File: src/sv/tdf_pkg.sv
// shared definitions for the trial division factorizer
// controller state codes, command and status groups, default width
// no dependencies
package tdf_pkg;

  localparam int DATA_WIDTH_DEFAULT = 32;

  typedef enum logic [5:0] {
    ST_IDLE        = 6'b000001,
    ST_CHECK       = 6'b000010,
    ST_DIV         = 6'b000100,
    ST_DECIDE      = 6'b001000,
    ST_EMIT_WHOLE  = 6'b010000,
    ST_EMIT_FACTOR = 6'b100000
  } state_t;

  typedef struct packed {
    logic load;
    logic div_start;
    logic inc;
    logic emit_whole;
    logic emit_factor;
  } cmd_t;

  typedef struct packed {
    logic rem_le_one;
    logic div_done;
    logic d_gt_q;
    logic rem_zero;
    logic q_is_one;
    logic out_free;
  } status_t;

endpackage

File: src/sv/tdf_divider.sv
// restoring divider, one quotient bit per cycle
// used by tdf_datapath; takes its default width from tdf_pkg
module tdf_divider #(
  parameter int DATA_WIDTH = tdf_pkg::DATA_WIDTH_DEFAULT
) (
  input  logic                  clk,
  input  logic                  rst,
  input  logic                  start,
  input  logic [DATA_WIDTH-1:0] dividend,
  input  logic [DATA_WIDTH-1:0] divisor,
  output logic                  done,
  output logic [DATA_WIDTH-1:0] quotient,
  output logic [DATA_WIDTH-1:0] remainder
);

  localparam int CW = $clog2(DATA_WIDTH + 1);

  logic [DATA_WIDTH-1:0] p;
  logic [DATA_WIDTH-1:0] q;
  logic [DATA_WIDTH-1:0] dsr;
  logic [CW-1:0]         cnt;
  logic                  busy;
  logic [DATA_WIDTH:0]   shifted;
  logic                  ge;

  assign shifted = {p, q[DATA_WIDTH-1]};
  assign ge      = shifted >= {1'b0, dsr};

  always_ff @(posedge clk) begin
    if (rst) begin
      busy <= 1'b0;
      done <= 1'b0;
      cnt  <= '0;
    end else begin
      done <= 1'b0;
      if (start) begin
        busy <= 1'b1;
        cnt  <= CW'(DATA_WIDTH);
      end else if (busy) begin
        cnt <= cnt - CW'(1);
        if (cnt == CW'(1)) begin
          busy <= 1'b0;
          done <= 1'b1;
        end
      end
    end
  end

  always_ff @(posedge clk) begin
    if (start) begin
      p   <= '0;
      q   <= dividend;
      dsr <= divisor;
    end else if (busy) begin
      if (ge) begin
        p <= DATA_WIDTH'(shifted - {1'b0, dsr});
        q <= {q[DATA_WIDTH-2:0], 1'b1};
      end else begin
        p <= shifted[DATA_WIDTH-1:0];
        q <= {q[DATA_WIDTH-2:0], 1'b0};
      end
    end
  end

  assign quotient  = q;
  assign remainder = p;

endmodule

File: src/sv/tdf_datapath.sv
// datapath: remaining value, trial divisor, divider and output register
// depends on tdf_pkg and tdf_divider
module tdf_datapath #(
  parameter int DATA_WIDTH = tdf_pkg::DATA_WIDTH_DEFAULT
) (
  input  logic                  clk,
  input  logic                  rst,
  input  tdf_pkg::cmd_t         cmd,
  output tdf_pkg::status_t      status,
  input  logic [DATA_WIDTH-1:0] value,
  output logic                  out_valid,
  input  logic                  out_stall,
  output logic [DATA_WIDTH-1:0] prime_factor,
  output logic                  negative,
  output logic                  last
);

  logic [DATA_WIDTH-1:0] remaining;
  logic [DATA_WIDTH-1:0] trial_divisor;
  logic                  neg;
  logic                  first_pending;
  logic [DATA_WIDTH-1:0] mag;
  logic                  div_done;
  logic [DATA_WIDTH-1:0] quotient;
  logic [DATA_WIDTH-1:0] remainder;

  assign mag = value[DATA_WIDTH-1] ? (~value + DATA_WIDTH'(1)) : value;

  tdf_divider #(.DATA_WIDTH(DATA_WIDTH)) u_div (
    .clk       (clk),
    .rst       (rst),
    .start     (cmd.div_start),
    .dividend  (remaining),
    .divisor   (trial_divisor),
    .done      (div_done),
    .quotient  (quotient),
    .remainder (remainder)
  );

  always_ff @(posedge clk) begin
    if (rst) begin
      first_pending <= 1'b0;
      remaining     <= '0;
      trial_divisor <= DATA_WIDTH'(2);
    end else if (cmd.load) begin
      remaining     <= mag;
      trial_divisor <= DATA_WIDTH'(2);
      neg           <= value[DATA_WIDTH-1];
      first_pending <= 1'b1;
    end else begin
      if (cmd.inc) begin
        trial_divisor <= trial_divisor + DATA_WIDTH'(1);
      end
      if (cmd.emit_whole) begin
        remaining     <= DATA_WIDTH'(1);
        first_pending <= 1'b0;
      end else if (cmd.emit_factor) begin
        remaining     <= quotient;
        first_pending <= 1'b0;
      end
    end
  end

  // output register
  always_ff @(posedge clk) begin
    if (rst) begin
      out_valid <= 1'b0;
    end else if (cmd.emit_whole || cmd.emit_factor) begin
      out_valid <= 1'b1;
    end else if (!out_stall) begin
      out_valid <= 1'b0;
    end
  end

  always_ff @(posedge clk) begin
    if (cmd.emit_whole) begin
      prime_factor <= remaining;
      negative     <= neg && first_pending;
      last         <= 1'b1;
    end else if (cmd.emit_factor) begin
      prime_factor <= trial_divisor;
      negative     <= neg && first_pending;
      last         <= quotient == DATA_WIDTH'(1);
    end
  end

  assign status.rem_le_one = remaining <= DATA_WIDTH'(1);
  assign status.div_done   = div_done;
  assign status.d_gt_q     = trial_divisor > quotient;
  assign status.rem_zero   = remainder == '0;
  assign status.q_is_one   = quotient == DATA_WIDTH'(1);
  assign status.out_free   = !out_valid || !out_stall;

endmodule

File: src/sv/tdf_controller.sv
// controller state machine sequencing load, divide, decide and emit
// depends on tdf_pkg
module tdf_controller (
  input  logic              clk,
  input  logic              rst,
  input  logic              in_valid,
  output logic              in_stall,
  input  tdf_pkg::status_t  status,
  output tdf_pkg::cmd_t     cmd
);

  tdf_pkg::state_t state;
  tdf_pkg::state_t state_next;

  always_ff @(posedge clk) begin
    if (rst) begin
      state <= tdf_pkg::ST_IDLE;
    end else begin
      state <= state_next;
    end
  end

  always_comb begin
    state_next = state;
    cmd        = '0;
    in_stall   = 1'b1;
    case (state)
      tdf_pkg::ST_IDLE: begin
        in_stall = 1'b0;
        if (in_valid) begin
          cmd.load   = 1'b1;
          state_next = tdf_pkg::ST_CHECK;
        end
      end
      tdf_pkg::ST_CHECK: begin
        if (status.rem_le_one) begin
          state_next = tdf_pkg::ST_EMIT_WHOLE;
        end else begin
          cmd.div_start = 1'b1;
          state_next    = tdf_pkg::ST_DIV;
        end
      end
      tdf_pkg::ST_DIV: begin
        if (status.div_done) begin
          state_next = tdf_pkg::ST_DECIDE;
        end
      end
      tdf_pkg::ST_DECIDE: begin
        if (status.d_gt_q) begin
          state_next = tdf_pkg::ST_EMIT_WHOLE;
        end else if (status.rem_zero) begin
          state_next = tdf_pkg::ST_EMIT_FACTOR;
        end else begin
          cmd.inc    = 1'b1;
          state_next = tdf_pkg::ST_CHECK;
        end
      end
      tdf_pkg::ST_EMIT_WHOLE: begin
        if (status.out_free) begin
          cmd.emit_whole = 1'b1;
          state_next     = tdf_pkg::ST_IDLE;
        end
      end
      tdf_pkg::ST_EMIT_FACTOR: begin
        if (status.out_free) begin
          cmd.emit_factor = 1'b1;
          state_next      = status.q_is_one ? tdf_pkg::ST_IDLE : tdf_pkg::ST_CHECK;
        end
      end
      default: begin
        state_next = tdf_pkg::ST_IDLE;
      end
    endcase
  end

endmodule

File: src/sv/trial_division_factorizer.sv
// top level of the trial division factorizer
// depends on tdf_pkg, tdf_controller, tdf_datapath
//
// One transaction in carries a signed value; the block answers with its prime
// factors of the magnitude in ascending order with repeats, one transaction
// each, last set on the final one and negative set on the first one for a
// negative input. Zero and plus or minus one give a single result of 0 or 1;
// the most negative value is taken as 2^(DATA_WIDTH-1). Each divisor trial
// goes through a check state, one pass of a shared restoring divider and a
// decide state, each result adds an emit state and each run starts with the
// accepting idle state, so zero and plus or minus one pass only through the
// idle, check and emit states. A run needs one trial per result plus one per
// step of the divisor from 2 up to about the larger of the second largest
// prime factor (counted with repeats) and the square root of the largest.
// Output waits on out_stall hold the controller; a new value is taken once
// the previous run's last result is in the output register.
module trial_division_factorizer #(
  parameter int DATA_WIDTH = tdf_pkg::DATA_WIDTH_DEFAULT
) (
  input  logic                  clk,
  input  logic                  rst,
  input  logic                  in_valid,
  output logic                  in_stall,
  input  logic [DATA_WIDTH-1:0] value,
  output logic                  out_valid,
  input  logic                  out_stall,
  output logic [DATA_WIDTH-1:0] prime_factor,
  output logic                  negative,
  output logic                  last
);

  tdf_pkg::cmd_t    cmd;
  tdf_pkg::status_t status;

  tdf_controller u_ctrl (
    .clk      (clk),
    .rst      (rst),
    .in_valid (in_valid),
    .in_stall (in_stall),
    .status   (status),
    .cmd      (cmd)
  );

  tdf_datapath #(.DATA_WIDTH(DATA_WIDTH)) u_dp (
    .clk          (clk),
    .rst          (rst),
    .cmd          (cmd),
    .status       (status),
    .value        (value),
    .out_valid    (out_valid),
    .out_stall    (out_stall),
    .prime_factor (prime_factor),
    .negative     (negative),
    .last         (last)
  );

endmodule
File: config.mk
export PLATFORM = sky130hd
export DESIGN_NAME = trial_division_factorizer
export DESIGN_NICKNAME = d
export VERILOG_FILES = /design/src/sv/tdf_pkg.sv /design/src/sv/tdf_divider.sv /design/src/sv/tdf_datapath.sv /design/src/sv/tdf_controller.sv /design/src/sv/trial_division_factorizer.sv
export SDC_FILE = /design/constraint.sdc
export NUM_CORES = 1
export LEC_CHECK = 0
export BUFFER_PORTS_ARGS = -buffer_cell sky130_fd_sc_hd__buf_4
export CORE_ASPECT_RATIO = 0.6
export CORE_UTILIZATION = 55
export CTS_BUF_LIST = sky130_fd_sc_hd__clkbuf_4 sky130_fd_sc_hd__clkbuf_8 sky130_fd_sc_hd__clkbuf_16
export DETAILED_ROUTE_END_ITERATION = 8
export MAX_ROUTING_LAYER = met4
export PLACE_DENSITY = 0.73
export SYNTH_ARGS = -nofsm -noshare
export SYNTH_HDL_FRONTEND = slang
export SYNTH_HIERARCHICAL = 1
export SYNTH_SLANG_ARGS = --single-unit
export TNS_END_PERCENT = 5
File: constraint.sdc
create_clock -name clk -period 8 [get_ports clk]
set_clock_uncertainty 0.1 [all_clocks]
set_input_delay 0.4 -clock clk [delete_from_list [all_inputs] [get_ports clk]]
set_output_delay 0.4 -clock clk [all_outputs]
set_load 0.05 [all_outputs]
==> results_dict.tcl, run 1 <==
set metrics [dict create \
    cts_hold_buf 0 \
    fillers 1850 \
    synth-edff-count 98 \
    period_share_pct 54.29 \
    final_cell_mix "nor2_1 (128), dfxtp_1 (112), edfxtp_1 (98)" \
    hold-path-cell-count 2 \
    syn-mean-instance-area_um2 9.530 \
    clkPwrFrac_pct 24.4 \
    synth_top_area_cell "edfxtp_1" \
    fp.coreArea_mm2 0.02228 \
    cts_setup_buffers 0 \
    fin_tns_setup_ns 0 \
    antenna_found_initial 1 \
    die-area_mm2 0.02362 \
    netlist.area_leader.share_pct 23.27 \
    rsz0062_at_grt "no" \
    synth_nets 1432 \
    worst_pin_slew_ns 1.120 \
    crit_buf_inv 1 \
    synthArstFlopShare_pct 0 \
    cts_sinks 211 \
    syn-instance-count 1327 \
    path_clk_slew_ns 0.06 \
    syn_area_mm2 0.01265 \
    startpoint_type "flip-flop" \
    start_util_pct 56.76 \
    holdWs_ns 0.06677 \
    syn2layout_area_growth_pct 11.07 \
    worst-path-max-fanout 8 \
    cp_top_family "simple AND/OR/NAND/NOR gates" \
    drive_gt1_share_pct 15.46 \
    ys_types 85 \
    grt-ovfl-total 0 \
    p_seq_share_pct 36.3 \
    pin_count 72 \
    grtUsageTotal_pct 30.97 \
    die_height_um 119.5 \
    fmax_ghz 0.2303 \
    netSwitchingPower_mw 1.591 \
    finalSetupViolations 0 \
    nets 1462 \
    wl_mm 35.61 \
    postLayoutCellArea_mm2 0.01405 \
    synth-seq-area-share_pct 41.16 \
    leakage_nw 5.474 \
    crit_path_end_kind "flip-flop" \
    hp-class "input port to flip-flop" \
    numCtsBuffers 20 \
    hp-start "in_valid" \
    max_stage_delay_ns 0.69 \
    grt_pass1_wl_mm 54.92 \
    die_width_um 197.8 \
    reg2reg_depth 14 \
    hold_viol_final 0 \
    clkLatencyLatePin_ns 0.51 \
    crit_required_ns 8.27 \
    cts_resized 0 \
    status "finished, final reports clean" \
    dr.pass1.iters 5 \
    crit_arrival_ns 4.61 \
    slew_viol_final 0 \
    grt_pass1_vias 9501 \
    htree_levels 1 \
    cp_cell_sequence "inv_1 -> ha_1 -> a21oi_1 -> nor2_1 -> a2111oi_0 -> o21ai_0 -> o31a_1 -> nand4b_1 -> nor2_1 -> nand4_1 -> nor3_1 -> and3_1 -> xnor2_1 -> nor2_1" \
    grt_max_degree 61 \
    dpl_worst_slack_ns 3.774 \
    swShare_pct 38.80 \
    reg2reg_slack_ns 3.66 \
    cts_tree "built" \
    intPower_mw 2.510 \
    vdd_drop_max_v 0.0001465 \
    cts_root_buf "clkbuf_16" \
    critPathKind "flip-flop to flip-flop" \
    wire_per_inst_um 21.20 \
    maxCapViolCount 0 \
    r2r-start "u_dp/u_div/quotient[9]" \
    post-dp-hpwl_mm 26.13 \
    synth_ff_type "dfxtp_1" \
    ys_ff_latch 211 \
    p_comb_share_pct 39.3 \
    power_density_mw_per_mm2 292.0 \
    ctsLongestPathBuffers 3 \
    mostFrequentLayoutCell "nor2_1" \
    slowest_stage "nor3_1" \
    place_area_mm2 0.01335 \
    drcViolationCount 0 \
    portBuffers 71 \
    ant_nets 0 \
    num_rows 42 \
    power_mw 4.101 \
    yosys-top-cells-area "edfxtp_1 (23%), dfxtp_1 (18%), ha_1 (6.7%)" \
    min_period_ns 4.343 \
    hold_path_end "u_ctrl/state[0]" \
    vias_per_cell 6.432 \
    cpMostUsedCell "nor2_1" \
    rr_endpoint "u_dp/trial_divisor[9]" \
    ys_warn_count 6 \
    place.gp.congestion 0.9393 \
    num_vias 10810 \
    final.setup.worst_slack_ns 3.657 \
    drt_iter0_markers 1259 \
    slew_headroom_pct 25.19 \
]
## cell families (layout without fill, tap and decap cells)
logic type,Yosys count,count (layout),share of synthesized area [%]
AND/OR/NAND/NOR,432,432,17.88
AO/OA/AOI/OAI,276,276,15.22
flip-flops,211,211,41.16
buffers and inverters,163,207,5.194
XOR/XNOR,89,89,6.164
multiplexers,87,87,7.500
adder cells (fa/ha/maj),69,69,6.886
other,0,1,0
## metrics by stage
step	std cells	utilization, %
after floorplan	1327	-
after global placement	1643	59.90
after detailed placement	1643	59.90
after CTS	1679	63.03
after global routing	1680	63.04
final	1680	63.04
## synth_stat cells, types with 44 or more instances
| cell | count |
|---|---|
| ha_1 | 68 |
| xor2_1 | 44 |
| dfxtp_1 | 113 |
| nor2_1 | 130 |
| inv_1 | 91 |
| mux2_2 | 62 |
| clkbuf_1 | 53 |
| nand3_1 | 49 |
| edfxtp_1 | 98 |
| nand2_1 | 56 |
| a21oi_1 | 61 |
| xnor2_1 | 45 |
## layer usage
layer | vias up | routed length [um] | global-route usage, %
li1 | 4969 | - | -
met1 | 5256 | 17260 | 50.35
met2 | 560 | 13710 | 37.48
met3 | 21 | 4419 | 8.779
met4 | 0 | 227 | 3.198
met5 | - | 0 | -
## state kept, by name (all words and copies together) (netlist names), 6 cells and up
name                  count
u_dp/u_div/dsr           32
u_ctrl/state              6
u_dp/trial_divisor       32
u_dp/u_div/remainder     32
u_dp/u_div/cnt            6
u_dp/u_div/quotient      32
u_dp/prime_factor        32
u_dp/remaining           32
## power groups by stage
stage / clock network (mW) / logic [mW] / registers, mW
finish: 1.00 / 1.61 / 1.49
global route: 1.05 / 1.75 / 1.51
CTS: 1.01 / 1.56 / 1.48
detailed placement: 0 / 1.55 / 1.50
global placement: 0 / 1.53 / 1.50
floorplan: 0 / 1.20 / 1.43
## worst max path at each step
stage               depth (start not counted)              startpoint  slack, ns                endpoint
finish                                     14  u_dp/u_div/quotient[9]       3.66   u_dp/trial_divisor[9]
global route                               14  u_dp/u_div/quotient[9]       3.29  u_dp/trial_divisor[25]
CTS                                        14  u_dp/u_div/quotient[9]       3.75  u_dp/trial_divisor[31]
detailed placement                         14  u_dp/u_div/quotient[9]       3.77  u_dp/trial_divisor[31]
global placement                           14  u_dp/u_div/quotient[9]       3.88  u_dp/trial_divisor[25]
floorplan                                   6         u_ctrl/state[3]       4.06  u_dp/u_div/quotient[0]
## final cells by class
| class | instances | area [um^2] | area share (%) |
|---|---|---|---|
| Clock inverter | 7 | 70.07 | 0.4988 |
| Multi-Input combinational cell | 953 | 6813 | 48.50 |
| Clock buffer | 29 | 626.9 | 4.463 |
| Sequential cell | 211 | 5206 | 37.07 |
| Inverter | 91 | 341.6 | 2.432 |
| Timing Repair Buffer | 80 | 600.6 | 4.276 |
| Tap cell | 308 | 385.4 | 2.744 |
| Antenna cell | 1 | 2.502 | 0.01782 |
## worst reg2reg max path: stages (launching register included)
cell       delay (ns)
edfxtp_1         0.45
inv_1            0.10
ha_1             0.24
a21oi_1          0.17
nor2_1           0.06
a2111oi_0        0.59
o21ai_0          0.20
o31a_1           0.27
nand4b_1         0.23
nor2_1           0.44
nand4_1          0.18
nor3_1           0.69
and3_1           0.30
xnor2_1          0.15
nor2_1           0.05
(Power assumes the default switching activity.)
==> run 2: changes to the inputs <==
==> constraint.sdc (replaced) <==
create_clock -name clk -period 4.4 [get_ports clk]
set_clock_uncertainty 0.1 [all_clocks]
set_input_delay 0.22 -clock clk [delete_from_list [all_inputs] [get_ports clk]]
set_output_delay 0.22 -clock clk [all_outputs]
set_load 0.05 [all_outputs]
==> results_dict.tcl, run 2 (synthesis gave the netlist of run 1 again) <==
set metrics [dict create \
    mostFrequentLayoutCell "nor2_1" \
    maxCapViolCount 0 \
    worst-path-max-fanout 33 \
    grt_max_degree 55 \
    fp.coreArea_mm2 0.02228 \
    path_clk_slew_ns 0.07 \
    multi_input_area_mm2 0.006813 \
    die_width_um 197.8 \
    portBuffers 71 \
    numCtsBuffers 19 \
    nets 1495 \
    fillers 1837 \
    n_antenna_cell 0 \
    drcViolationCount 0 \
    ctsLongestPathBuffers 3 \
    critPathKind "flip-flop to flip-flop" \
    cts_sinks 211 \
    finalSetupViolations 0 \
    ant_nets 0 \
    fin_tns_setup_ns 0 \
    grt-ovfl-total 0 \
    period_share_pct 93.66 \
    dr.pass1.iters 6 \
    start_util_pct 56.76 \
    grt_pass1_wl_mm 56.47 \
    seq_area_mm2 0.005206 \
    hold_viol_final 0 \
    final_cell_mix "nor2_1 (128), dfxtp_1 (112), edfxtp_1 (98)" \
    wl_mm 36.73 \
    clkLatencyLatePin_ns 0.50 \
    place.gp.congestion 0.9530 \
    power_mw 7.378 \
    startpoint_type "flip-flop" \
    status "finished, final reports clean" \
    vdd_drop_max_v 0.0002793 \
    antenna_found_initial 0 \
    fmax_ghz 0.2427 \
    drt_iter0_markers 1480 \
    htree_levels 1 \
    die-area_mm2 0.02362 \
    cp_cell_sequence "nor4b_4 -> and3_2 -> buf_4 -> or3_1 -> nor2_1 -> or3_1 -> or4_1 -> dlygate4sd3_1 -> nand3_1 -> dlygate4sd3_1" \
    slew_viol_final 0 \
    slew_headroom_pct 27.57 \
    leakage_nw 5.591 \
    num_vias 11100 \
    worst_pin_slew_ns 1.077 \
    crit_path_end_kind "flip-flop" \
    crit_arrival_ns 4.46 \
    rsz0062_at_grt "no" \
    pin_count 72 \
    vias_per_cell 6.488 \
    hp-class "input port to flip-flop" \
    cts_setup_buffers 0 \
    power_density_mw_per_mm2 517.0 \
    max_stage_delay_ns 0.57 \
    min_period_ns 4.121 \
    syn2layout_area_growth_pct 12.84 \
    grtUsageTotal_pct 31.84 \
    slowest_stage "dlygate4sd3_1" \
    die_height_um 119.5 \
    crit_required_ns 4.74 \
    grt_pass1_vias 9939 \
    cts_resized 0 \
    num_rows 42 \
    cts_root_buf "clkbuf_16" \
    cts_tree "built" \
    drive_gt1_share_pct 15.89 \
    wire_per_inst_um 21.47 \
    post-dp-hpwl_mm 26.90 \
]
==> run 2: cell types whose count changed in the layout (fill, tap and decap cells not counted) <==
cell and change:
dlygate4sd3_1 +21, buf_4 +13, clkbuf_4 +5, clkbuf_16 -4, clkinv_2 -2, clkinv_4 -1, diode_2 -1
==> run 2: routing by layer <==
| layer | global-route usage (%) | vias up | part of all wire, % |
|---|---|---|---|
| met3 | 7.335 | 42 | 12 |
| met5 | - | - | 0 |
| met2 | 40.34 | 618 | 39 |
| met1 | 50.70 | 5402 | 47 |
| li1 | - | 5039 | - |
| met4 | 4.990 | 0 | 1.3 |
==> run 2: worst max-delay path: cells and delay by family (launching register included) <==
kind	cells	cell delay, ns
simple gates	7	2.06
flops	1	0.44
buf+inv	3	1.45
==> run 2: per-stage QoR <==
step	area, um^2	utilization [%]	setup WS [ns]	std cells	hold slack [ns]
floorplan	12650	-	0.4640	1327	0.1889
global placement	13440	60.34	0.6513	1656	0.3595
detailed placement	13440	60.34	0.5588	1656	0.3720
CTS	14270	64.04	0.3705	1711	0.002664
global route	14270	64.04	0.1043	1711	0.02145
finish	14270	64.04	0.2790	1711	0.01565
==> run 2: what timing repair did <==
action | in CTS | in global routing
hold endpoints to repair | 20 | 0
hold buffers | 21 | 0
endpoints found under the setup margin | 0 | 0
==> run 2: power breakdown <==
group	internal, mW	total, mW	switching, mW
combinational	1.16	2.99	1.82
clock	0.949	1.68	0.733
sequential	2.37	2.71	0.342
total	4.48	7.38	2.90
==> run 2: worst paths after layout <==
path                        endpoint                from  depth (start not counted)  slack [ns]
setup / recovery  u_dp/remaining[25]     u_ctrl/state[5]                         10        0.28
hold / removal    u_dp/remaining[15]           value[15]                          3        0.02
setup reg to reg  u_dp/remaining[25]     u_ctrl/state[5]                         10        0.28
hold reg to reg   u_dp/first_pending  u_dp/first_pending                          2        0.39
==> run 2: final cells by class <==
cell class / count / area share, %
Timing Repair Buffer: 114 / 6.366
Sequential cell: 211 / 36.48
Clock buffer: 30 / 3.954
Multi-Input combinational cell: 953 / 47.74
Clock inverter: 4 / 0.3595
Inverter: 91 / 2.394
Tap cell: 308 / 2.701
==> run 3: changes to the inputs <==
--- a/config.mk
+++ b/config.mk
@@ -6,7 +6,6 @@
 export NUM_CORES = 1
 export LEC_CHECK = 0
 export BUFFER_PORTS_ARGS = -buffer_cell sky130_fd_sc_hd__buf_4
-export CORE_ASPECT_RATIO = 0.6
 export CORE_UTILIZATION = 55
 export CTS_BUF_LIST = sky130_fd_sc_hd__clkbuf_4 sky130_fd_sc_hd__clkbuf_8 sky130_fd_sc_hd__clkbuf_16
 export DETAILED_ROUTE_END_ITERATION = 8
==> results_dict.tcl, run 3 (synthesis gave the netlist of run 1 again) <==
set metrics [dict create \
    status "finished, final reports clean" \
    crit_path_end "u_dp/remaining[25]" \
    grt_pass1_vias 10060 \
    grt_util_met3_pct 3.551 \
    fillers 1801 \
    wl_mm 33.67 \
    drcViolationCount 0 \
    htree_levels 1 \
    dr.pass1.iters 5 \
    crit_arrival_ns 4.45 \
    cts_tree "built" \
    path_clk_slew_ns 0.06 \
    p_seq_share_pct 35.6 \
    p_comb_share_pct 37.5 \
    hp-class "input port to flip-flop" \
    reg2reg_slack_ns 0.30 \
    grtUsageTotal_pct 29.23 \
    clkPwrFrac_pct 26.9 \
    r2r-start "u_ctrl/state[1]" \
    period_share_pct 93.15 \
    met2_usage_pct 48.29 \
    final_cell_mix "nor2_1 (128), dfxtp_1 (112), edfxtp_1 (98)" \
    grt_max_degree 56 \
    cts_root_buf "clkbuf_16" \
    numCtsBuffers 24 \
    worst-path-max-fanout 12 \
    cp_cell_sequence "nor3_1 -> nand3_1 -> nor2_4 -> or3_1 -> nor2_1 -> or3_1 -> or4_1 -> dlygate4sd3_1 -> nand3_1 -> dlygate4sd3_1" \
    vias_per_cell 6.223 \
    pin_count 72 \
    rsz0062_at_grt "no" \
    netSwitchingPower_mw 2.798 \
    max_stage_delay_ns 0.57 \
    cts_setup_buffers 0 \
    place.gp.congestion 0.9837 \
    critPathKind "flip-flop to flip-flop" \
    syn2layout_area_growth_pct 14.69 \
    swShare_pct 36.94 \
    ctsLongestPathBuffers 3 \
    hold_viol_final 0 \
    nets 1506 \
    crit_required_ns 4.75 \
    intPower_mw 4.776 \
    slew_viol_final 0 \
    rr_endpoint "u_dp/remaining[25]" \
    n_antenna_cell 0 \
    power_mw 7.574 \
    top_usage_layer "met2" \
    leakage_nw 5.714 \
    antenna_found_initial 0 \
    min_period_ns 4.098 \
    slowest_stage "dlygate4sd3_1" \
    clkLatencyLatePin_ns 0.52 \
    maxCapViolCount 0 \
    vdd_drop_max_v 0.0002605 \
    grt_pass1_wl_mm 53.43 \
    num_vias 10600 \
    drt_iter0_markers 836 \
    reg2reg_depth 10 \
    fmax_ghz 0.2440 \
    cts_sinks 211 \
    start_util_pct 56.03 \
    wire_per_inst_um 19.77 \
    drive_gt1_share_pct 16.08 \
    post-dp-hpwl_mm 24.22 \
    finalSetupViolations 0 \
    portBuffers 71 \
    startpoint "u_ctrl/state[1]" \
    use_met1_pct 36.55 \
    num_rows 55 \
    ant_nets 0 \
    fp.coreArea_mm2 0.02257 \
    worst_pin_slew_ns 0.7970 \
    die-area_mm2 0.02360 \
    power_density_mw_per_mm2 522.2 \
    startpoint_type "flip-flop" \
    mostFrequentLayoutCell "nor2_1" \
    grt-ovfl-total 0 \
    fin_tns_setup_ns 0 \
    die_width_um 153.6 \
    die_height_um 153.6 \
    crit_path_end_kind "flip-flop" \
    slew_headroom_pct 46.38 \
]
-- run 3: cell count changes in the layout (fill, tap and decap cells not counted), sizes merged --
cell         before  now
clkinv            1    5
bufinv            1    2
clkbuf           30   34
dlygate4sd3      21   29
buf              93   91
-- run 3: final cells by class --
class / instances / area, um^2 / share of cell area, %
Sequential cell: 211 / 5206 / 35.90
Timing Repair Buffer: 120 / 973.4 / 6.712
Clock inverter: 9 / 108.9 / 0.7505
Multi-Input combinational cell: 953 / 6805 / 46.92
Inverter: 91 / 341.6 / 2.355
Clock buffer: 34 / 711.9 / 4.909
Tap cell: 285 / 356.6 / 2.459
-- run 3: worst min path at each step --
stage,start,end,slack [ns],cells past startpoint
6_report,value[6],u_dp/remaining[6],0.01,4
5_1_grt,rst,u_dp/first_pending,0.02,2
4_1_cts,value[6],u_dp/remaining[6],0.002,4
3_5_place_dp,u_dp/u_div/busy,u_dp/u_div/cnt[1],0.39,1
3_3_place_gp,u_dp/first_pending,u_dp/first_pending,0.37,2
2_1_floorplan,rst,u_ctrl/state[1],0.19,1
-- run 3: power by group through the flow --
| stage | clock [mW] | sequential [mW] | combinational, mW |
|---|---|---|---|
| after detailed placement | 0 | 2.72 | 2.76 |
| after global routing | 2.15 | 2.73 | 3.13 |
| final | 2.04 | 2.69 | 2.84 |
| after global placement | 0 | 2.72 | 2.72 |
| after CTS | 2.07 | 2.69 | 2.81 |
| after floorplan | 0 | 2.60 | 2.18 |
-- run 3: metrics by stage --
step	util, %	hold slack, ns	setup slack (ns)	cells	instance area, um^2
3_3_place_gp	59.33	0.3704	0.6541	1631	13390
6_report	64.26	0.01111	0.3016	1703	14500
2_1_floorplan	-	0.1889	0.4640	1327	12650
5_1_grt	64.26	0.02444	0.1782	1703	14500
4_1_cts	64.26	0.001523	0.3605	1703	14500
3_5_place_dp	59.33	0.3901	0.5891	1631	13390
-- run 3: worst max-delay path, delay by kind of cell, from the launching register on --
kind / cells / cell delay, ns
buffers and inverters: 2 / 1.11
flip-flops: 1 / 0.44
AND/OR/NAND/NOR: 8 / 2.37
-- run 3: repair_timing --
action,CTS,global route
hold endpoints to repair,26,0
resized for setup,0,0
hold buffers,29,0
-- run 3: layer usage --
metal | routed length (um) | vias to the layer above | share of wire, %
met4 | 1041 | 0 | 3.1
met1 | 13860 | 5028 | 41
li1 | - | 5067 | -
met3 | 2317 | 68 | 6.9
met2 | 16450 | 435 | 49
met5 | 0 | - | 0
